`src/rtl/tcw_pkg.sv`:
```
`timescale 1ns / 1ps
// ----------------------------------------------------------------------------
// tcw_pkg
// Shared constants, codes and helpers for the text console writer.
// ----------------------------------------------------------------------------
package tcw_pkg;

    localparam int DEF_COLUMNS = 80;
    localparam int DEF_ROWS    = 25;
    localparam int QUEUE_DEPTH = 2;

    localparam int CHAR_W   = 8;
    localparam int ATTR_W   = 8;
    localparam int COL_IN_W = 7;
    localparam int ROW_IN_W = 5;
    localparam int CELL_W   = CHAR_W + ATTR_W;

    localparam logic [ATTR_W-1:0] DEF_ATTR_RESET = 8'd15;
    localparam logic [CHAR_W-1:0] NEWLINE_CHAR   = 8'd10;

    localparam logic ACT_PUT  = 1'b0;
    localparam logic ACT_READ = 1'b1;

    typedef enum logic [1:0] {
        OP_PUT,
        OP_NEWLINE,
        OP_READ
    } t_op;

    // Bits of one classified queue entry for a given grid size
    function automatic int entry_w(input int cols, input int rows);
        return 2 + 1 + CHAR_W + ATTR_W + $clog2(cols) + $clog2(rows) + $clog2(cols * rows);
    endfunction

endpackage

```
`src/rtl/tcw_front.sv`:
```
`timescale 1ns / 1ps
// ----------------------------------------------------------------------------
// tcw_front
// Input side: takes beats, saturates the cell position, works out the cell
// address, substitutes the default attribute and classifies the operation.
// ----------------------------------------------------------------------------
module tcw_front #(
    parameter int COLUMNS = tcw_pkg::DEF_COLUMNS,
    parameter int ROWS    = tcw_pkg::DEF_ROWS,
    localparam int ENTRY_W = tcw_pkg::entry_w(COLUMNS, ROWS)
) (
    input  logic                          i_clk,
    input  logic                          i_rst_n,
    input  logic                          i_cfg_we,
    input  logic [tcw_pkg::ATTR_W-1:0]    i_cfg_data,
    input  logic                          i_valid,
    output logic                          o_ready,
    input  logic                          i_action,
    input  logic [tcw_pkg::CHAR_W-1:0]    i_character,
    input  logic [tcw_pkg::ATTR_W-1:0]    i_attribute,
    input  logic                          i_at_cursor,
    input  logic [tcw_pkg::COL_IN_W-1:0]  i_col,
    input  logic [tcw_pkg::ROW_IN_W-1:0]  i_row,
    input  logic                          i_q_full,
    input  logic                          i_clearing,
    output logic                          o_push,
    output logic [ENTRY_W-1:0]            o_entry
);
    import tcw_pkg::*;

    localparam int CW = $clog2(COLUMNS);
    localparam int RW = $clog2(ROWS);
    localparam int AW = $clog2(COLUMNS * ROWS);

    typedef struct packed {
        t_op                op;
        logic               at_cursor;
        logic [CHAR_W-1:0]  character;
        logic [ATTR_W-1:0]  attribute;
        logic [CW-1:0]      col;
        logic [RW-1:0]      row;
        logic [AW-1:0]      addr;
    } t_entry;

    logic [ATTR_W-1:0] r_def_attr;
    logic [CW-1:0]     sat_col;
    logic [RW-1:0]     sat_row;
    t_entry            ent;

    always_ff @(posedge i_clk) begin
        if (!i_rst_n) begin
            r_def_attr <= DEF_ATTR_RESET;
        end else if (i_cfg_we) begin
            r_def_attr <= i_cfg_data;
        end
    end

    always_comb begin
        // clamp out-of-range positions to the last column / row
        sat_col = (int'(i_col) >= COLUMNS) ? CW'(COLUMNS - 1) : CW'(i_col);
        sat_row = (int'(i_row) >= ROWS) ? RW'(ROWS - 1) : RW'(i_row);

        if (i_action == ACT_READ) begin
            ent.op = OP_READ;
        end else if (i_character == NEWLINE_CHAR) begin
            ent.op = OP_NEWLINE;
        end else begin
            ent.op = OP_PUT;
        end
        ent.at_cursor = i_at_cursor & (i_action == ACT_PUT);
        ent.character = i_character;
        ent.attribute = (i_attribute == '0) ? r_def_attr : i_attribute;
        ent.col       = sat_col;
        ent.row       = sat_row;
        ent.addr      = AW'(sat_row) * AW'(COLUMNS) + AW'(sat_col);
    end

    assign o_ready = !i_q_full && !i_clearing;
    assign o_push  = i_valid && o_ready;
    assign o_entry = ENTRY_W'(ent);

endmodule

```
`config.mk`:
```
export PLATFORM = sky130hd
export DESIGN_NAME = tcw_front
export DESIGN_NICKNAME = d
export VERILOG_FILES = /design/src/rtl/tcw_pkg.sv /design/src/rtl/tcw_front.sv
export SDC_FILE = /design/constraint.sdc
export NUM_CORES = 1
export LEC_CHECK = 0
export BUFFER_PORTS_ARGS = -buffer_cell sky130_fd_sc_hd__buf_2
export CAP_MARGIN = 20
export CORE_MARGIN = 10
export CORE_UTILIZATION = 35
export DETAILED_ROUTE_END_ITERATION = 16
export PLACE_DENSITY_LB_ADDON = 0.25
export SETUP_SLACK_MARGIN = 0.2
export SKIP_LAST_GASP = 1
export SLEW_MARGIN = 20
export SYNTH_ARGS = -nofsm -noshare
export SYNTH_HDL_FRONTEND = slang
export SYNTH_SLANG_ARGS = --single-unit
```
`constraint.sdc`:
```
create_clock -name i_clk -period 2.4 [get_ports i_clk]
set_input_delay 0.24 -clock i_clk [delete_from_list [all_inputs] [get_ports i_clk]]
set_output_delay 0.24 -clock i_clk [all_outputs]
set_load 0.05 [all_outputs]
```
Word level (Yosys, flattened, before mapping)
Index checks and enable logic that the tools add are counted.
{"block": "word_totals", "register_bits": 8, "in_bits": 44, "output_inout_bits": 44, "word_cells": 18}
{"block": "classes", "n_addsub": 1, "n_mul": 1, "n_lt_le_gt_ge": 2, "n_eq_ne": 1, "muxes": 5, "n_bitwise": 2, "n_reduce_logical": 5}
{"op": "adder 11 x 7 -> 11 bit", "n": 1}
{"op": "== test 8 x 4 -> 1 bit (second input constant)", "n": 1}
{"op": "logical NOT 8 bit", "n": 1}
{"op": "2-to-1 mux 8 bit", "n": 1}
{"op": "greater-or-equal comparator 7 bit (second input constant)", "n": 1}
{"op": "multiplier 5 x 3 -> 7 bit (second input constant)", "n": 1}
{"op": "2-to-1 mux 7 bit", "n": 1}
{"op": "greater-or-equal comparator 5 bit (second input constant)", "n": 1}
{"op": "2-to-1 mux 5 bit", "n": 1}
{"op": "logical AND 1 bit", "n": 2}
{"op": "logical NOT 1 bit", "n": 2}
{"op": "2-to-1 mux 2 bit", "n": 1}
{"op": "AND 1 bit", "n": 1}
{"op": "2-to-1 mux 1 bit", "n": 1}
{"op": "inverter 1 bit", "n": 1}

Logic depth before layout (Yosys ltp)
Gate-level depths: netlist of run 1.
{"block": "logic_depth", "word_depth": 4, "depth_mapped": 9, "depth_no_buf": 9}

Worst setup path before layout of run 1
Ideal clock, no wire load.
{"block": "synth_path", "kind": "input -> output", "startpoint": "input i_row[3] (netlist name)", "endpoint": "output o_entry[10]", "arrival_ns": 3.070, "t_required_ns": 2.160, "setup_slack_ns": -0.910, "path_stages": 9, "n_path_buf": 0, "cell_sequence": "nand2_1 > and2_1 > ha_1 > ha_1 > fa_1 > xor2_1 > nand4_1 > xnor2_1 > xnor2_1"}
{"block": "synth_via", "elab_chain_len": 4}
{"element": "start: declaration", "line_no": "tcw_front.sv:23", "text": "input logic [tcw_pkg::ROW_IN_W-1:0] i_row,"}
{"element": "greater-or-equal comparator 5 bit", "line_no": "tcw_front.sv:61", "text": "sat_row = (int'(i_row) >= ROWS) ? RW'(ROWS - 1) : RW'(i_row);"}
{"element": "2-to-1 mux 5 bit", "line_no": "tcw_front.sv:61"}
{"element": "named net o_entry[12]", "line_no": "tcw_front.sv:27", "text": "output logic [ENTRY_W-1:0] o_entry"}
{"element": "multiplier 5 x 3 -> 7 bit", "line_no": "tcw_front.sv:75", "text": "ent.addr = AW'(sat_row) * AW'(COLUMNS) + AW'(sat_col);"}
{"element": "adder 11 x 7 -> 11 bit", "line_no": "tcw_front.sv:75"}
{"element": "end: declaration", "line_no": "tcw_front.sv:27"}
The timed path passes the listed nets, and every way through them passes these cells.

Worst setup path after layout of run 1
{"block": "layout_path", "startpoint": "input i_row[3] (netlist name)", "endpoint": "output o_entry[10]"}
{"block": "layout_via", "elab_chain_len": 4}
{"element": "greater-or-equal comparator 5 bit", "line_no": "tcw_front.sv:61"}
{"element": "2-to-1 mux 5 bit (*)", "line_no": "tcw_front.sv:61"}
{"element": "multiplier 5 x 3 -> 7 bit (*)", "line_no": "tcw_front.sv:75"}
{"element": "adder 11 x 7 -> 11 bit (*)", "line_no": "tcw_front.sv:75"}
Mark *: on every way between the ends. The rest lies on a longest branch, timed or not.

==> impl_metrics.csv, run 1 <==
group,metric,value,unit
outcome,outcome,"finished, violations left",
outcome,violations,"setup timing",
final_layout,fin_nets,239,
die,fp-row-count,17,
logic_synthesis,synthesis.area,858.3,um^2
sta,min_period,2.409,ns
logic_synthesis,synthCells,101,
min_path,hold_path_class,"input pin to register",
logic_synthesis,syn_area_per_cell,8.498,um^2
pwr,powerDensity,510.0,nW/um^2
clock_tree,ctsRootBufferMaster,"clkbuf_4",
sta,finalHoldViolCount,0,
setup_path,path_cells,"buf_8, nand2_8, and2_4, ha_4, ha_4, fa_2, nand4_1, xnor2_2, xnor2_4, buf_8",
pwr,switching_power,0.3782,mW
sta,final_max_slew_viol_count,0,
logic_synthesis,synth_fp_nets,154,
clock_tree,tritoncts.num_buffers,3,
die,die_area,4833,um^2
sta,post-route-period-util,100.4,%
global_routing,track_usage,12.08,%
pwr,power,0.7587,mW
detailed_routing,via_per_inst,4.821,
final_layout,final_common_cell,"buf_2",
placement,place_ws,-0.2305,ns
clock_tree,htreeDepth,1,
final_layout,top_register,"r_def_attr",
clock_tree,cts_buffer_depth,2,
setup_path,criticalPathCategory,"input pin to output port",
setup_path,cp.arrival,2.17,ns
final_layout,fill_cells,182,
clock_tree,path_clk_slew,0.05,ns
pwr,clkPwrFrac,12.8,%
logic_synthesis,seq_area_frac_synth,18.66,%
final_layout,insertedDiodeCount,0,
sta,fin_hold_ws,0.2064,ns
logic_synthesis,synth_edf_count,0,
global_routing,grt_pass1_vias,1039,
detailed_routing,drc,0,
final_layout,drive_above_1_share,65.76,%
die,ioPinCount,88,
global_routing,antenna_found_initial,0,
detailed_routing,drt_first_iter_violations,12,
pwr,max-vdd-ir-drop,344.7,uV
logic_synthesis,synth_seq_cells,8,
pwr,swShare,49.84,%
final_layout,reg_top3,"r_def_attr (8)",
clock_tree,cts.sinks,8,
sta,fmaxAchievable,415.1,MHz
flow_run,max_cap_violations,0,
setup_path,critPathRequiredTime,2.16,ns
logic_synthesis,yosys.cell_types.count,25,
detailed_routing,firstDrtPassIters,2,
die,die_y,69.52,um
sta,slew_headroom,72.92,%
sta,setup_slack,-0.008982,ns
final_layout,largest_register_ffs,8,
pwr,internal_power,0.3806,mW
setup_path,cp_num_buf_inv,2,
die,start_util,37.71,%
sta,setup_viol,1,
detailed_routing,vias,1022,
global_routing,grt_pass1_wl,4988,um
die,die_x,69.52,um
placement,finalWeightedCongestion,0.7713,
clock_tree,tritoncts,"done",
logic_synthesis,ys_warn_count,0,
setup_path,critPathTopFamily,"adder cells",
clock_tree,clkLatencyLatePin,0.25,ns
sta,grt_setup_unrepaired,"yes",
logic_synthesis,synth-async-reset-ratio,0,%
detailed_routing,wire_per_inst,15.02,um
sta,worstMarginPinSlew,0.4020,ns
final_layout,syn2layout_area_growth,73.32,%
setup_path,crit_fanout,2,
pwr,power_leakage,0.8316,nW
placement,hpwlAfterDp,2906,um
detailed_routing,routed_wl,3185,um
placement,numPortBuffers,87,
pwr,combPwrFrac,68.0,%
pwr,power_frac_seq,19.2,%
global_routing,gr-total-overflow,0,
die,core_area,2276,um^2
setup_path,cp-start-kind,"input pin",
detailed_routing,ant_nets,0,
setup_path,critPathCaptureType,"output port",
global_routing,grt_start_max_net_pins,9,
logic_synthesis,ys.flop_type,"dfxtp_1",
final_layout,layout_common_cells,"buf_2 (82), a21o_1 (10), buf_4 (10), mux2i_1 (8), dfxtp_1 (8)",
setup_path,slowest_delay,0.54,ns
sta,skew,0,ns
setup_path,cpMaxStageDelayCell,"fa_2",
-- power by group through the flow --
stage / logic, mW / registers [mW] / clock network [mW]
6_report: 0.516 / 0.145 / 0.0973
5_1_grt: 0.546 / 0.146 / 0.116
3_5_place_dp: 0.486 / 0.148 / 0
2_1_floorplan: 0.371 / 0.147 / 0
3_3_place_gp: 0.479 / 0.148 / 0
4_1_cts: 0.506 / 0.145 / 0.103
-- path summary, 6_finish.rpt --
kind                                    start       endpoint  slack (ns)  cells past startpoint
worst max-delay path                 i_row[3]    o_entry[10]      -0.009                     10
worst max register to register  r_def_attr[2]  r_def_attr[2]        1.78                      2
worst min-delay path            i_cfg_data[0]  r_def_attr[0]        0.21                      3
worst min register to register  r_def_attr[1]  r_def_attr[1]        0.48                      2
-- timing repair --
item	in CTS	in global routing
endpoints found under the hold margin	0	0
pin swaps	9	8
hold buffers	0	0
gates resized for setup	12	5
buffers inserted	1	2
setup endpoints to repair	4	4
-- stage by stage --
stage	TNS [ns]	instance area, um^2	instances	util [%]
after floorplan	-0.1806	983.4	101	-
after global placement	-0.2426	1389	206	61.02
after detailed placement	-0.3155	1389	206	61.02
after CTS	-0.06658	1456	210	63.99
after global routing	-0.09749	1488	212	65.37
final	-0.008982	1488	212	65.37
-- cell usage after synthesis (2+ instances only) --
| cell | n | area share [%] |
|---|---|---|
| a21o_1 | 10 | 8.7 |
| a21oi_1 | 3 | 1.7 |
| and2_1 | 4 | 2.9 |
| and3_1 | 2 | 1.5 |
| buf_4 | 13 | 11 |
| clkbuf_1 | 3 | 1.3 |
| dfxtp_1 | 8 | 19 |
| fa_1 | 2 | 4.7 |
| ha_1 | 7 | 10 |
| mux2i_1 | 8 | 9.3 |
| nand2_1 | 8 | 3.5 |
| nand2b_1 | 4 | 2.9 |
| nor2_1 | 4 | 1.7 |
| nor2b_1 | 7 | 5.1 |
| nor4_1 | 2 | 1.5 |
| xnor2_1 | 5 | 5.1 |
| xor2_1 | 3 | 3.1 |
-- area by class of cell --
type                            count  area, um^2  share of cell area (%)
Timing Repair Buffer               97       553.0                   37.17
Multi-Input combinational cell     76       716.9                   48.19
Tap cell                           28       35.03                   2.355
Clock buffer                        3       22.52                   1.514
Sequential cell                     8       160.2                   10.77
-- worst register-to-register path: stages, from the launching register on --
cell and delay, ns:
dfxtp_1 0.30, mux2i_1 0.13, nand2_1 0.07
-- per-layer routing --
layer	GRT usage [%]	part of all wire, %	vias up
met3	6.419	13	0
met5	0	0	-
li1	-	-	498
met2	21.07	48	64
met1	12.89	39	460
met4	1.330	0	0
-- cell families after synthesis --
group                    count (synthesis)  share of synthesized area [%]
AND/OR/NAND/NOR                         36                          23.61
buffers and inverters                   17                          13.26
AO/OA/AOI/OAI                           15                          12.10
adder cells (fa/ha/maj)                  9                          14.87
XOR/XNOR                                 8                          8.164
multiplexers                             8                          9.330
flip-flops                               8                          18.66
No activity file was read; power rests on OpenSTA's default activity.
==> run 2: changes to the inputs <==
TNS_END_PERCENT = 50   (was unset)
clock period = 2.7 ns   (was 2.4 ns; I/O delays follow)
==> run 2 against run 1 <==
Against the previous run:
- the flow now finishes without violations
- clock-buffer cell count unchanged
- first-iteration DRC count up 92%
- total power down 15%
- utilization down 3.7 points
- die area unchanged
- setup slack better by 0.25 ns
- largest cell class unchanged
==> impl_metrics.csv, run 2 (same netlist as run 1, synthesis figures left out) <==
group,metric,value,unit
global_routing,grt_pass1_wl,4816,um
placement,numPortBuffers,87,
sta,finalHoldViolCount,0,
clock_tree,path_clk_slew,0.05,ns
die,fp-row-count,17,
sta,final_max_slew_viol_count,0,
pwr,power,0.6414,mW
final_layout,fin_nets,235,
detailed_routing,routed_wl,2829,um
final_layout,reg_top3,"r_def_attr (8)",
die,start_util,37.71,%
clock_tree,cts.sinks,8,
die,ioPinCount,88,
global_routing,grt_start_max_net_pins,9,
detailed_routing,via_per_inst,4.654,
final_layout,drive_above_1_share,61.11,%
sta,setup_viol,0,
final_layout,fill_cells,203,
placement,place_ws,-0.002086,ns
sta,setup_slack,0.2406,ns
die,core_area,2276,um^2
clock_tree,cts_buffer_depth,2,
global_routing,grt_pass1_vias,1109,
sta,slew_headroom,72.06,%
setup_path,critPathRequiredTime,2.43,ns
final_layout,insertedDiodeCount,0,
placement,hpwlAfterDp,2646,um
setup_path,crit_fanout,5,
detailed_routing,wire_per_inst,13.60,um
clock_tree,htreeDepth,1,
die,die_x,69.52,um
clock_tree,tritoncts.num_buffers,3,
sta,skew,0,ns
pwr,power_leakage,0.7971,nW
final_layout,syn2layout_area_growth,63.56,%
setup_path,cp.arrival,2.19,ns
pwr,powerDensity,456.9,nW/um^2
sta,setup_tns,0,ns
die,die_y,69.52,um
clock_tree,clkLatencyLatePin,0.24,ns
outcome,outcome,"finished clean",
final_layout,final_common_cell,"buf_2",
placement,place_inst,204,
final_layout,top_register,"r_def_attr",
setup_path,critPathCaptureType,"output port",
sta,grt_setup_unrepaired,"yes",
clock_tree,tritoncts,"done",
pwr,max-vdd-ir-drop,255.3,uV
detailed_routing,ant_nets,0,
final_layout,largest_register_ffs,8,
sta,fmaxAchievable,406.6,MHz
detailed_routing,firstDrtPassIters,4,
clock_tree,postCtsHoldBufs,0,
final_layout,register_area,160.2,um^2
setup_path,criticalPathCategory,"input pin to output port",
min_path,hold_path_class,"input pin to register",
setup_path,cp-start-kind,"input pin",
global_routing,antenna_found_initial,0,
final_layout,multiInputGateArea,684.4,um^2
detailed_routing,vias,968,
global_routing,gr-total-overflow,0,
sta,min_period,2.459,ns
sta,post-route-period-util,91.09,%
sta,worstMarginPinSlew,0.4153,ns
final_layout,stdcell_count,208,
clock_tree,ctsRootBufferMaster,"clkbuf_4",
detailed_routing,drt_first_iter_violations,23,
flow_run,max_cap_violations,0,
detailed_routing,drc,0,
global_routing,track_usage,11.37,%
die,die_area,4833,um^2
placement,finalWeightedCongestion,0.8264,
final_layout,layout_common_cells,"buf_2 (83), a21o_1 (10), mux2i_1 (8), dfxtp_1 (8), nand2_1 (7)",
==> run 2: changes by cell type in the layout (fill, tap and decap cells not counted), moves of 2 or more <==
cell / before / now
buf_4: 10 / 6
buf_8: 3 / 0
nor2_1: 2 / 4
nor2_2: 2 / 0
==> run 2: path summary, 6_finish.rpt <==
check,from,to,slack (ns),depth (start not counted)
setup reg to reg,r_def_attr[3],r_def_attr[3],2.09,2
hold / removal,i_cfg_data[0],r_def_attr[0],0.24,3
setup / recovery,i_row[3],o_entry[10],0.24,10
hold reg to reg,r_def_attr[2],r_def_attr[2],0.48,2
==> run 2: area by class of cell <==
class                      instances  area share, %
multi-input combinational         76          48.75
timing repair buffer              93          35.74
sequential                         8          11.41
tap                               28          2.496
clock buffer                       3          1.604
==> run 2: report_power, final <==
part | switching (mW) | internal [mW]
clock | 0.0364 | 0.0506
sequential | 0.00390 | 0.125
combinational | 0.284 | 0.141
total | 0.325 | 0.317
==> run 2: critical path, stage by stage <==
cell     delay [ns]
buf_6          0.09
nand2_8        0.05
and2_4         0.16
ha_4           0.21
ha_4           0.16
fa_2           0.53
nand4_1        0.14
xnor2_2        0.26
xnor2_4        0.14
buf_6          0.17
==> run 2: layer usage <==
| metal | up-vias | global-route usage, % | part of all wire, % |
|---|---|---|---|
| met3 | 0 | 6.562 | 14 |
| li1 | 491 | - | - |
| met1 | 422 | 11.93 | 37 |
| met4 | 0 | 1.996 | 0 |
| met2 | 55 | 19.35 | 48 |
| met5 | - | 0 | 0 |
==> run 2: timing repair <==
item / CTS / global route
hold endpoints to repair: 0 / 0
gates resized for setup: 6 / 1
endpoints found under the setup margin: 2 / 2
setup buffers: 1 / 0
pin swaps: 7 / 1
==> run 2: metrics by stage <==
stage | util, % | area (um^2) | hold slack, ns
detailed placement | 59.43 | 1353 | 0.4683
global placement | 59.43 | 1353 | 0.4567
floorplan | - | 962.2 | 0.3319
global route | 61.68 | 1404 | 0.2483
CTS | 61.57 | 1401 | 0.2316
finish | 61.68 | 1404 | 0.2385
