===== src/rtl/tcw_pkg.sv =====
`timescale 1ns / 1ps
// ----------------------------------------------------------------------------
// tcw_pkg
// Shared constants, codes and helpers for the text console writer.
// ----------------------------------------------------------------------------
package tcw_pkg;

    localparam int DEF_COLUMNS = 80;
    localparam int DEF_ROWS    = 25;
    localparam int QUEUE_DEPTH = 2;

    localparam int CHAR_W   = 8;
    localparam int ATTR_W   = 8;
    localparam int COL_IN_W = 7;
    localparam int ROW_IN_W = 5;
    localparam int CELL_W   = CHAR_W + ATTR_W;

    localparam logic [ATTR_W-1:0] DEF_ATTR_RESET = 8'd15;
    localparam logic [CHAR_W-1:0] NEWLINE_CHAR   = 8'd10;

    localparam logic ACT_PUT  = 1'b0;
    localparam logic ACT_READ = 1'b1;

    typedef enum logic [1:0] {
        OP_PUT,
        OP_NEWLINE,
        OP_READ
    } t_op;

    // Bits of one classified queue entry for a given grid size
    function automatic int entry_w(input int cols, input int rows);
        return 2 + 1 + CHAR_W + ATTR_W + $clog2(cols) + $clog2(rows) + $clog2(cols * rows);
    endfunction

endpackage


===== src/rtl/tcw_queue.sv =====
`timescale 1ns / 1ps
// ----------------------------------------------------------------------------
// tcw_queue
// Short FIFO of classified entries between the front and the back.
// ----------------------------------------------------------------------------
module tcw_queue #(
    parameter int WIDTH = 1,
    parameter int DEPTH = tcw_pkg::QUEUE_DEPTH
) (
    input  logic             i_clk,
    input  logic             i_rst_n,
    input  logic             i_push,
    input  logic [WIDTH-1:0] i_data,
    output logic             o_full,
    input  logic             i_pop,
    output logic             o_valid,
    output logic [WIDTH-1:0] o_data
);
    import tcw_pkg::*;

    localparam int PW = $clog2(DEPTH);
    localparam int NW = $clog2(DEPTH + 1);

    logic [WIDTH-1:0] r_slot [DEPTH];
    logic [PW-1:0]    r_wr_ptr;
    logic [PW-1:0]    r_rd_ptr;
    logic [NW-1:0]    r_count;

    always_ff @(posedge i_clk) begin
        if (!i_rst_n) begin
            r_wr_ptr <= '0;
            r_rd_ptr <= '0;
            r_count  <= '0;
        end else begin
            if (i_push) begin
                r_wr_ptr <= (r_wr_ptr == PW'(DEPTH - 1)) ? '0 : r_wr_ptr + 1'b1;
            end
            if (i_pop) begin
                r_rd_ptr <= (r_rd_ptr == PW'(DEPTH - 1)) ? '0 : r_rd_ptr + 1'b1;
            end
            if (i_push && !i_pop) begin
                r_count <= r_count + 1'b1;
            end else if (i_pop && !i_push) begin
                r_count <= r_count - 1'b1;
            end
        end
    end

    always_ff @(posedge i_clk) begin
        if (i_push) begin
            r_slot[r_wr_ptr] <= i_data;
        end
    end

    assign o_full  = (r_count == NW'(DEPTH));
    assign o_valid = (r_count != '0);
    assign o_data  = r_slot[r_rd_ptr];

endmodule


===== config.mk =====
export PLATFORM = sky130hd
export DESIGN_NAME = tcw_queue
export DESIGN_NICKNAME = d
export VERILOG_FILES = /design/src/rtl/tcw_pkg.sv /design/src/rtl/tcw_queue.sv
export SDC_FILE = /design/constraint.sdc
export NUM_CORES = 1
export LEC_CHECK = 0
export BUFFER_PORTS_ARGS = -buffer_cell sky130_fd_sc_hd__buf_4
export CORE_AREA = 3 3 40 42
export CTS_CLUSTER_SIZE = 14
export DETAILED_ROUTE_END_ITERATION = 6
export DIE_AREA = 0 0 43 45
export GPL_ROUTABILITY_DRIVEN = 0
export PLACE_DENSITY_LB_ADDON = 0.2
export SLEW_MARGIN = 25
export SYNTH_ARGS = -nofsm -noshare
export SYNTH_HDL_FRONTEND = slang
export SYNTH_SLANG_ARGS = --single-unit

===== constraint.sdc =====
create_clock -name i_clk -period 1.3 [get_ports i_clk]
set_clock_uncertainty 0.15 [all_clocks]
set_input_delay 0.195 -clock i_clk [delete_from_list [all_inputs] [get_ports i_clk]]
set_output_delay 0.195 -clock i_clk [all_outputs]
set_load 0.005 [all_outputs]

# After elaboration in Yosys (flattened, before gate mapping)
# Memories as Yosys holds them, arrays and structs flattened. A register that Yosys moved wholly into a read port is not among the register bits.
# Index checks and enable logic that the tools add are counted.
op_classes:
  add_sub_neg: 4
  n_eq_ne: 1
  mux: 8
  reduce_logical: 6
ops:
  columns: ["operator", "n"]
  rows:
  - ["$mux 1", 6]
  - ["$mux 2", 2]
  - ["$reduce_bool 2->1", 2]
  - ["$add 1x1->1 const B", 2]
  - ["$add 2x1->2 const B", 1]
  - ["$eq 2x2->1 const B", 1]
  - ["$logic_and 1x1->1", 2]
  - ["$logic_not 1->1", 2]
  - ["$sub 2x1->2 const B", 1]
totals:
  reg_bits: 4
  ram_bits: 2
  inputBits: 5
  output_inout_bits: 3
  word_cells: 23
  memories: 1
mem_list:
  columns: ["memory", "words", "word_bits", "rd", "rd_clocked_by_memory_dff", "wr", "line", "source"]
  rows:
  - ["r_slot", 2, 1, 1, 1, 1, "tcw_queue.sv:24", "logic [WIDTH-1:0] r_slot [DEPTH];"]

# Depth between registers and ports, before layout
# Gate-level depths: netlist of the first run.
logic_depth:
  word_depth: 4
  ltp_mapped: 5
  depth_no_buf: 5

# Worst setup path after synthesis of the first run
# No wires, ideal clock.
synth_path:
  path_kind: "input port to flip-flop"
  from: "input port i_pop"
  to: "register r_count[1]"
  setup_time_ps: 70
  arrival_ps: 970
  required_time_ps: 1080
  path_slack_ps: 110
  path_stages: 4
  path_buffers: 0
  cell_sequence: "inv_1 -> ha_1 -> or3_1 -> a21boi_1"
synth_via:
  elab_chain_len: 3
  elab_cells_between_ends: 5
  classes_between: "1 x mux; 4 x reduce/logical"
synth_rtl:
  columns: ["element", "line", "source"]
  rows:
  - ["start, declared", "tcw_queue.sv:15", "input logic i_pop,"]
  - ["$logic_not 1->1", "tcw_queue.sv:41", "if (i_push && !i_pop) begin"]
  - ["$logic_and 1x1->1", "tcw_queue.sv:41", null]
  - ["$mux 2 or $reduce_bool 2->1 (tied branches)", null, null]
  - ["end signal, assigned", "tcw_queue.sv:42", "r_count <= r_count + 1'b1;"]
  - ["end signal, assigned", "tcw_queue.sv:44", "r_count <= r_count - 1'b1;"]
  - ["end, declared", "tcw_queue.sv:27", "logic [NW-1:0] r_count;"]
# Several ways; a longest one is shown, not always the timed one.
# A chain may end at the register's enable or synchronous reset.

==> results.md, run 1 <==
Run status:
- The run finished, with violations left.
- The final reports fail on negative setup slack.

Die:
- The floorplan die height is 45 um.
- 8 I/O pins were placed.
- The number of standard-cell rows in the floorplan is 13.
- The die footprint is 1935 sq um.
- For this configuration, the core starts out at a cell density of 0.2278.
- The placeable core area is 1285 sq um.
- From left edge to right edge, the die measures 43 um.

Setup path:
- The critical path startpoint category is a flop.
- STA puts the critical path data required time at 0.95 ns.
- The largest driver fanout on the critical path is 1.
- At the worst endpoint, the arrival time is 0.98 ns.
- The launching point of the worst reg2reg path is r_count[0]$_SDFFE_PN0P_.
- The setup check on the worst reg-to-reg path leaves a slack of 0.05 ns.
- The critical setup path kind is flop to output port.
- STA classifies the critical path endpoint as an output port.
- The critical path startpoint is r_slot[0]$_DFFE_PP_.

Cells and area:
- The total non-filler cell area in the finished layout is ~440 sq um.
- The total inserted antenna cells is 0.
- The share of post-route cells with drive strength above 1 is 0.4750.
- The signed area change from the synthesized netlist to the final layout is 50.43%.
- For this run, the share of the core covered by cells in the final layout is 0.3427.
- The number of nets in the layout is 47.
- The layout has 143 filler cells.
- The count of placed standard cells in the final layout, fillers left out is 55.

Synth:
- The commonest cells after synthesis are dfxtp_1, and2_1, edfxtp_1, nor2b_1, xor2_1.
- Counting flops with an async set or reset pin after synthesis yields a share of 0.
- Sorting the synthesized cells by area gives the leading types as dfxtp_1, edfxtp_1, and2_1.
- Yosys mapped a number of flops with a built-in enable equal to 2.
- The instance count of the mapped netlist is 25.
- The cell type contributing the most total cell area after synthesis is dfxtp_1.
- The post-synthesis sequential area ratio is 0.5470.
- The most common cell in the synthesized netlist is dfxtp_1.
- The primary flip-flop cell chosen by synthesis mapping is dfxtp_1.
- The Yosys step of the flow raised 0 warnings.
- The average size of a mapped cell is 11.71 sq um.
- The net count after synthesis is 31.
- The number of different library cells in the post-synthesis netlist is 15.
- The post-synthesis register bit count is 7.
- Of the post-synthesis cell area, the dominant cell type holds 0.3419.
- The mapped netlist covers 292.8 sq um.

Flow run:
- The tool flagged a number of max-cap violations equal to 0.

STA:
- The actual transition at the worst max-transition pin is 0.1751 ns.
- The maximum frequency from static timing analysis is 752.2 MHz.
- The routed design could run at a clock period as short as 1.329 ns.
- The setup slack after layout is -0.02946 ns.
- The remaining max-slew budget at the tightest pin is 0.8830.
- Dividing the final minimum period by the clock period gives 1.023.
- For the final routed database, the setup TNS stands at -0.02946 ns.
- Setup violations remaining at the end of the flow were counted as 1.
- Setup repair after global routing could not meet its margin everywhere.
- The final-report max-slew violation count came to 0.
- The total count of hold-check failures in the final report is 0.

Route:
- The overall via count from detail_route is around 200.
- After detailed routing, the number of vias per cell comes to 3.709.
- The number of search-and-repair iterations in the first detailed-routing pass is 1.
- Wires add up to roughly 460 um.
- The iteration-0 DRC count of the detailed router is 0.
- In the final routed layout, each cell accounts on average for 8.327 um.
- The number of antenna-violating nets in the routed design is 0.
- After detailed routing, the number of remaining DRC violations is 0.

Placement:
- The number of buffer cells added on primary ports is 7.
- The number of cells in the design after placement is 48.
- The HPWL after detailed placement is approximately 370 um.
- The instance area at placement is 371.6 sq um.

CTS:
- The number of clock buffers added by TritonCTS is 3.
- The clock sink count is 7.
- The clock root buffer is clkbuf_4.
- The clock reaches the later pin of the worst-skew pair after about 0.24 ns.
- TritonCTS built the clock tree.
- In this run the deepest clock path goes through 2 buffers.
- In this run the number of H-tree levels came out at 1.
- After clock tree synthesis, the clock-pin slew on the worst setup and hold paths is 0.05 ns.

Global routing:
- The total overflow left after global routing is 0.
- The number of global-route vias before repair came to 219.
- For this run, the total global-route usage over all layers was measured as 0.05927.
- The pin count of the biggest net entering global routing is 6.
- The first global-routing pass estimated 800 um of wire.
- The initial antenna violation count is 0.

Power:
- The post-route total power is 0.0005805 W.
- The total power divided by cell area is 1318 nW/um^2.
- The share of total power dissipated in combinational logic is 0.229.
- The total internal power is 0.0004570 W.
- The analysis attributes to cell leakage a power of 0.1997 nW.
- Of the total power, the share spent switching nets is 0.2127.
- The net switching power figure is 0.0001235 W.
- IR analysis of the VDD net gives a maximum drop of 0.0005205 V.
- The share of total power dissipated in the clock network is 0.322.
- The proportion of power drawn by flip-flops and latches is 0.450.

Worst hold path:
- The worst min-delay path class is input pin to flop.
- The startpoint of the worst hold path is i_rst_n.
[metal layers]
layer | vias to the layer above | global-route usage | part of all wire
met5 | - | 0 | 0
met4 | 0 | 0.05422 | 0
met3 | 0 | 0.03187 | 0.074
met2 | 6 | 0.08084 | 0.48
met1 | 86 | 0.06553 | 0.45
li1 | 112 | - | -
[through the flow]
| stage | hold slack (ns) | worst slack, ns |
|---|---|---|
| finish | 0.03452 | -0.02946 |
| global route | 0.03973 | -0.07427 |
| CTS | 0.03159 | -0.04444 |
| detailed placement | 0.2349 | -0.03779 |
| global placement | 0.2312 | -0.002113 |
| floorplan | 0.1439 | 0.1101 |
[placed cells by master (no fill, tap or decap)]
cell type and count:
a21boi_1 1, and2_1 4, and2b_2 1, buf_4 8, buf_6 2, clkbuf_1 1, clkbuf_4 3, dfxtp_1 2
dfxtp_2 3, dlygate4sd3_1 1, edfxtp_1 2, ha_1 1, inv_1 1, mux2_4 1, nor2b_1 2, o21a_1 1
o21ai_0 1, or2_4 1, or3_1 1, xnor2_1 1, xor2_1 2
[final timing paths]
kind	endpoint	cells after the start
setup / recovery	o_data	2
hold / removal	r_wr_ptr$_SDFFE_PN0P_	2
setup reg to reg	r_count[1]$_SDFFE_PN0P_	4
hold reg to reg	r_slot[0]$_DFFE_PP_	1
[cells by family (layout without fill, tap and decap cells)]
| group | after synthesis | in the layout | share of synthesized area |
|---|---|---|---|
| simple gates | 9 | 9 | 0.2009 |
| mux | 1 | 1 | 0.03846 |
| compound gates | 3 | 3 | 0.06838 |
| fa+ha+maj | 1 | 1 | 0.04273 |
| buf+inv | 1 | 16 | 0.01281 |
| flops | 7 | 7 | 0.5470 |
| xor+xnor | 3 | 3 | 0.08976 |
[final cells by class]
type                    instances  area, sq um  area share
inverters                       1        3.754    0.008523
multi-input cells              17        135.1      0.3068
repair buffers                 11        92.59      0.2102
clock buffers                   4        26.28     0.05966
flip-flops and latches          7        163.9      0.3722
well taps                      15        18.77     0.04261
[power groups by stage]
stage	combinational (W)	clock [W]	sequential [W]
4_1_cts	0.000136	0.000196	0.000261
5_1_grt	0.000148	0.000209	0.000264
6_report	0.000133	0.000187	0.000261
3_5_place_dp	0.000101	0	0.000265
2_1_floorplan	0.0000558	0	0.000261
3_3_place_gp	0.0000973	0	0.000263
[critical path: stages, from the launching register on]
cell and delay (ns):
edfxtp_1 0.35, mux2_4 0.28, buf_6 0.11
[what timing repair did]
| item | in CTS | in global routing |
|---|---|---|
| setup endpoints to repair | 3 | 2 |
| hold buffers | 1 | 0 |
| endpoints found under the hold margin | 2 | 0 |
| setup buffers | 2 | 0 |
| gates resized for setup | 7 | 0 |
| pin swaps | 0 | 1 |
(Power assumes the default switching activity.)
==> run 2: changes to the inputs <==
--- a/config.mk
+++ b/config.mk
@@ -5,11 +5,11 @@
 export SDC_FILE = /design/constraint.sdc
 export NUM_CORES = 1
 export LEC_CHECK = 0
-export BUFFER_PORTS_ARGS = -buffer_cell sky130_fd_sc_hd__buf_4
 export CORE_AREA = 3 3 40 42
 export CTS_CLUSTER_SIZE = 14
 export DETAILED_ROUTE_END_ITERATION = 6
 export DIE_AREA = 0 0 43 45
+export DONT_BUFFER_PORTS = 1
 export GPL_ROUTABILITY_DRIVEN = 0
 export PLACE_DENSITY_LB_ADDON = 0.2
 export SLEW_MARGIN = 25
==> run 2 against run 1 <==
The flow now finishes without violations. Clock-buffer cell count unchanged. Flip-flop and latch count unchanged. Fmax up 7.5%. Setup slack better by 0.093 ns. Total power down 9.9%. Largest power group unchanged. Utilization down 5.6 points. Worst hold slack better by 0.0032 ns. Combinational power down 46%.
==> results.md, run 2 (synthesis gave the netlist of run 1 again) <==
CTS:
- For the worst-skew pair, the clock arrives at the later sink with an insertion delay of 0.25 ns.
- The number of CTS-inserted buffers is 3.
- The clock root buffer is clkbuf_4.
- TritonCTS built the clock tree.
- Counting every sink on the clock net gives 7.
- In this run the number of H-tree levels came out at 1.
- Clock-pin slew was measured on the worst setup and hold paths at 0.05 ns.
- The clock passes through at most 2 buffers.
- The total of cells resized after clock tree synthesis is 0.

Die:
- The die is 43 um wide.
- The die covers approximately 1900 sq um.
- The placeable core area is around 1300 sq um.
- The floorplan has 13 rows.
- The starting utilization of the core area is 0.2278.
- The floorplan die height is around 45 um.
- 8 I/O pins were placed.

Cells and area:
- The area taken by flip-flops and latches is 160.2 sq um.
- The total inserted antenna cells is 0.
- The top cell types in the final layout, fill and taps aside, are dfxtp_1, and2_1, clkbuf_4, dlygate4sd3_1.
- The total non-filler cell area in the finished layout is 367.9 sq um.
- Counting the fill cells in the layout gives 137.
- Summing all multi-input logic gate instances after layout gives 128.9 sq um.
- In the final layout, the share of cells above drive strength 1 is 0.1875.
- The most common cell after layout, fill and taps aside is dfxtp_1.
- The signed area change from the synthesized netlist to the final layout is 25.64%.
- The number of nets in the layout is 39.

Power:
- Of the total power, the clock network draws 0.364.
- The total internal power is a little over 0.0004 W.
- The proportion of power drawn by flip-flops and latches is 0.499.
- The leakage power summed over all cells is 0.1517 nW.
- The highest ir drop seen on vdd is between 0.0005 and 0.0006 V.
- Summed over all nets, the switching power comes to 0.0001156 W.
- Of the total power, the share spent switching nets is 0.2209.
- The share of total power in combinational logic is 0.136.
- The total power divided by cell area is 1422 nW/um^2.

Setup path:
- The critical path goes through mux2_2.
- In this design, the stage delay of the slowest critical-path cell is between 0.3 and 0.4 ns.
- The buffers plus inverters on the worst setup path is 0.
- The worst register-to-register path has a setup slack of roughly 0.12 ns.
- The critical setup path kind is flop to output port.
- Data on the critical path is required at its endpoint by about 0.95 ns.
- STA puts the critical path data arrival time at 0.89 ns.
- The critical path startpoint category is a flop.
- The library cell contributing the largest single delay on the critical path is mux2_2.
- The largest driver fanout on the critical path is 1.
- The worst setup path is captured at an output port.
- The category of cells accounting for the largest share of critical-path delay is multiplexers.

Route:
- The average wire per standard cell is 9.511 um.
- The number of search-and-repair iterations in the first detailed-routing pass is 1.
- In the routed layout, each cell is associated on average with a via count of 4.106.
- The total DRC errors in the routed layout is 0.
- The number of antenna-violating nets in the routed design is 0.
- The routed wire length is 447 um.
- Across all layers, the routed design uses ~190 vias.
- The first routing iteration left 0 violations.

Global routing:
- The initial antenna violation count is 0.
- The pin count of the biggest net entering global routing is 6.
- The overall fraction of global-route tracks in use is 0.05626.
- The global-route wire length before repair is 738 um.
- The global-route congestion overflow total is 0.
- The number of global-route vias before repair was 185.

Placement:
- The instance area at placement is 311.5 sq um.
- During placement, the flow inserted port buffers numbering 0.
- Summed over all nets, the half-perimeter wirelength after detailed placement is 352.8 um.

STA:
- Setup repair after global routing left no endpoint under its margin.
- The clock period could shrink to 1.236 ns.
- The ratio of final minimum period to clock period is 0.9509.
- The final-layout setup total negative slack is 0 ns.
- Derived from the worst setup path, the maximum achievable clock frequency is 808.9 MHz.
- The final-report max-slew violation count is 0.
- The remaining max-slew budget at the tightest pin is 0.8834.
- Setup violations remaining at the end of the flow were counted as 0.
- At the pin with the least slew margin, the transition time is 0.1745 ns.
- The total count of hold-check failures in the final report is 0.

Run status:
- The flow ran to the end, and the final reports show no timing, DRC or antenna violations.

Worst hold path:
- The tightest min-delay check is of the input pin to flop type.

Flow run:
- Across the run, the number of max-cap violations was 0.
run 2: changes by cell type in the layout (fill, tap and decap cells not counted), sizes merged:
cell         before  now
buf              10    0
dlygate4sd3       1    3
run 2: path summary, 6_finish.rpt:
path,from,to,cells past startpoint
worst min-delay path,i_push,r_slot[1]$_DFFE_PP_,1
worst min register to register,r_count[1]$_SDFFE_PN0P_,r_count[1]$_SDFFE_PN0P_,2
worst max-delay path,flop,o_data,1
worst max register to register,r_count[0]$_SDFFE_PN0P_,r_count[1]$_SDFFE_PN0P_,3
run 2: what timing repair did:
item / CTS / global route
hold endpoints to repair: 7 / 1
buffers inserted: 0 / 0
hold buffers: 2 / 1
run 2: power by group through the flow:
stage / Clock [W] / Combinational [W] / Sequential, W
2_1_floorplan: 0 / 0.0000558 / 0.000261
3_3_place_gp: 0 / 0.0000614 / 0.000264
3_5_place_dp: 0 / 0.0000641 / 0.000266
4_1_cts: 0.000205 / 0.0000708 / 0.000261
5_1_grt: 0.000224 / 0.0000805 / 0.000262
6_report: 0.000191 / 0.0000713 / 0.000261
run 2: layout make-up:
class,instances,share of cell area
sequential,7,0.4354
multi-input combinational,17,0.3503
clock buffer,4,0.07143
inverter,1,0.01020
tap,15,0.05102
timing repair buffer,3,0.08163
run 2: per-stage QoR:
stage / worst slack, ns / hold slack, ns / instances / power [W] / util
floorplan: 0.1101 / 0.1439 / 25 / 0.0003173 / -
global placement: 0.08537 / 0.1440 / 40 / 0.0003256 / 0.2425
detailed placement: 0.05610 / 0.1440 / 40 / 0.0003297 / 0.2425
CTS: 0.04366 / 0.004514 / 46 / 0.0005368 / 0.2785
global route: 0.02640 / 0.02583 / 47 / 0.0005670 / 0.2863
finish: 0.06378 / 0.03771 / 47 / 0.0005233 / 0.2863
run 2: metal layers:
metal | GRT usage | part of all wire | vias up
met5 | 0 | 0 | -
met4 | 0.03614 | 0 | 0
met2 | 0.07784 | 0.44 | 8
met1 | 0.04938 | 0.43 | 88
li1 | - | - | 97
met3 | 0.05976 | 0.13 | 0
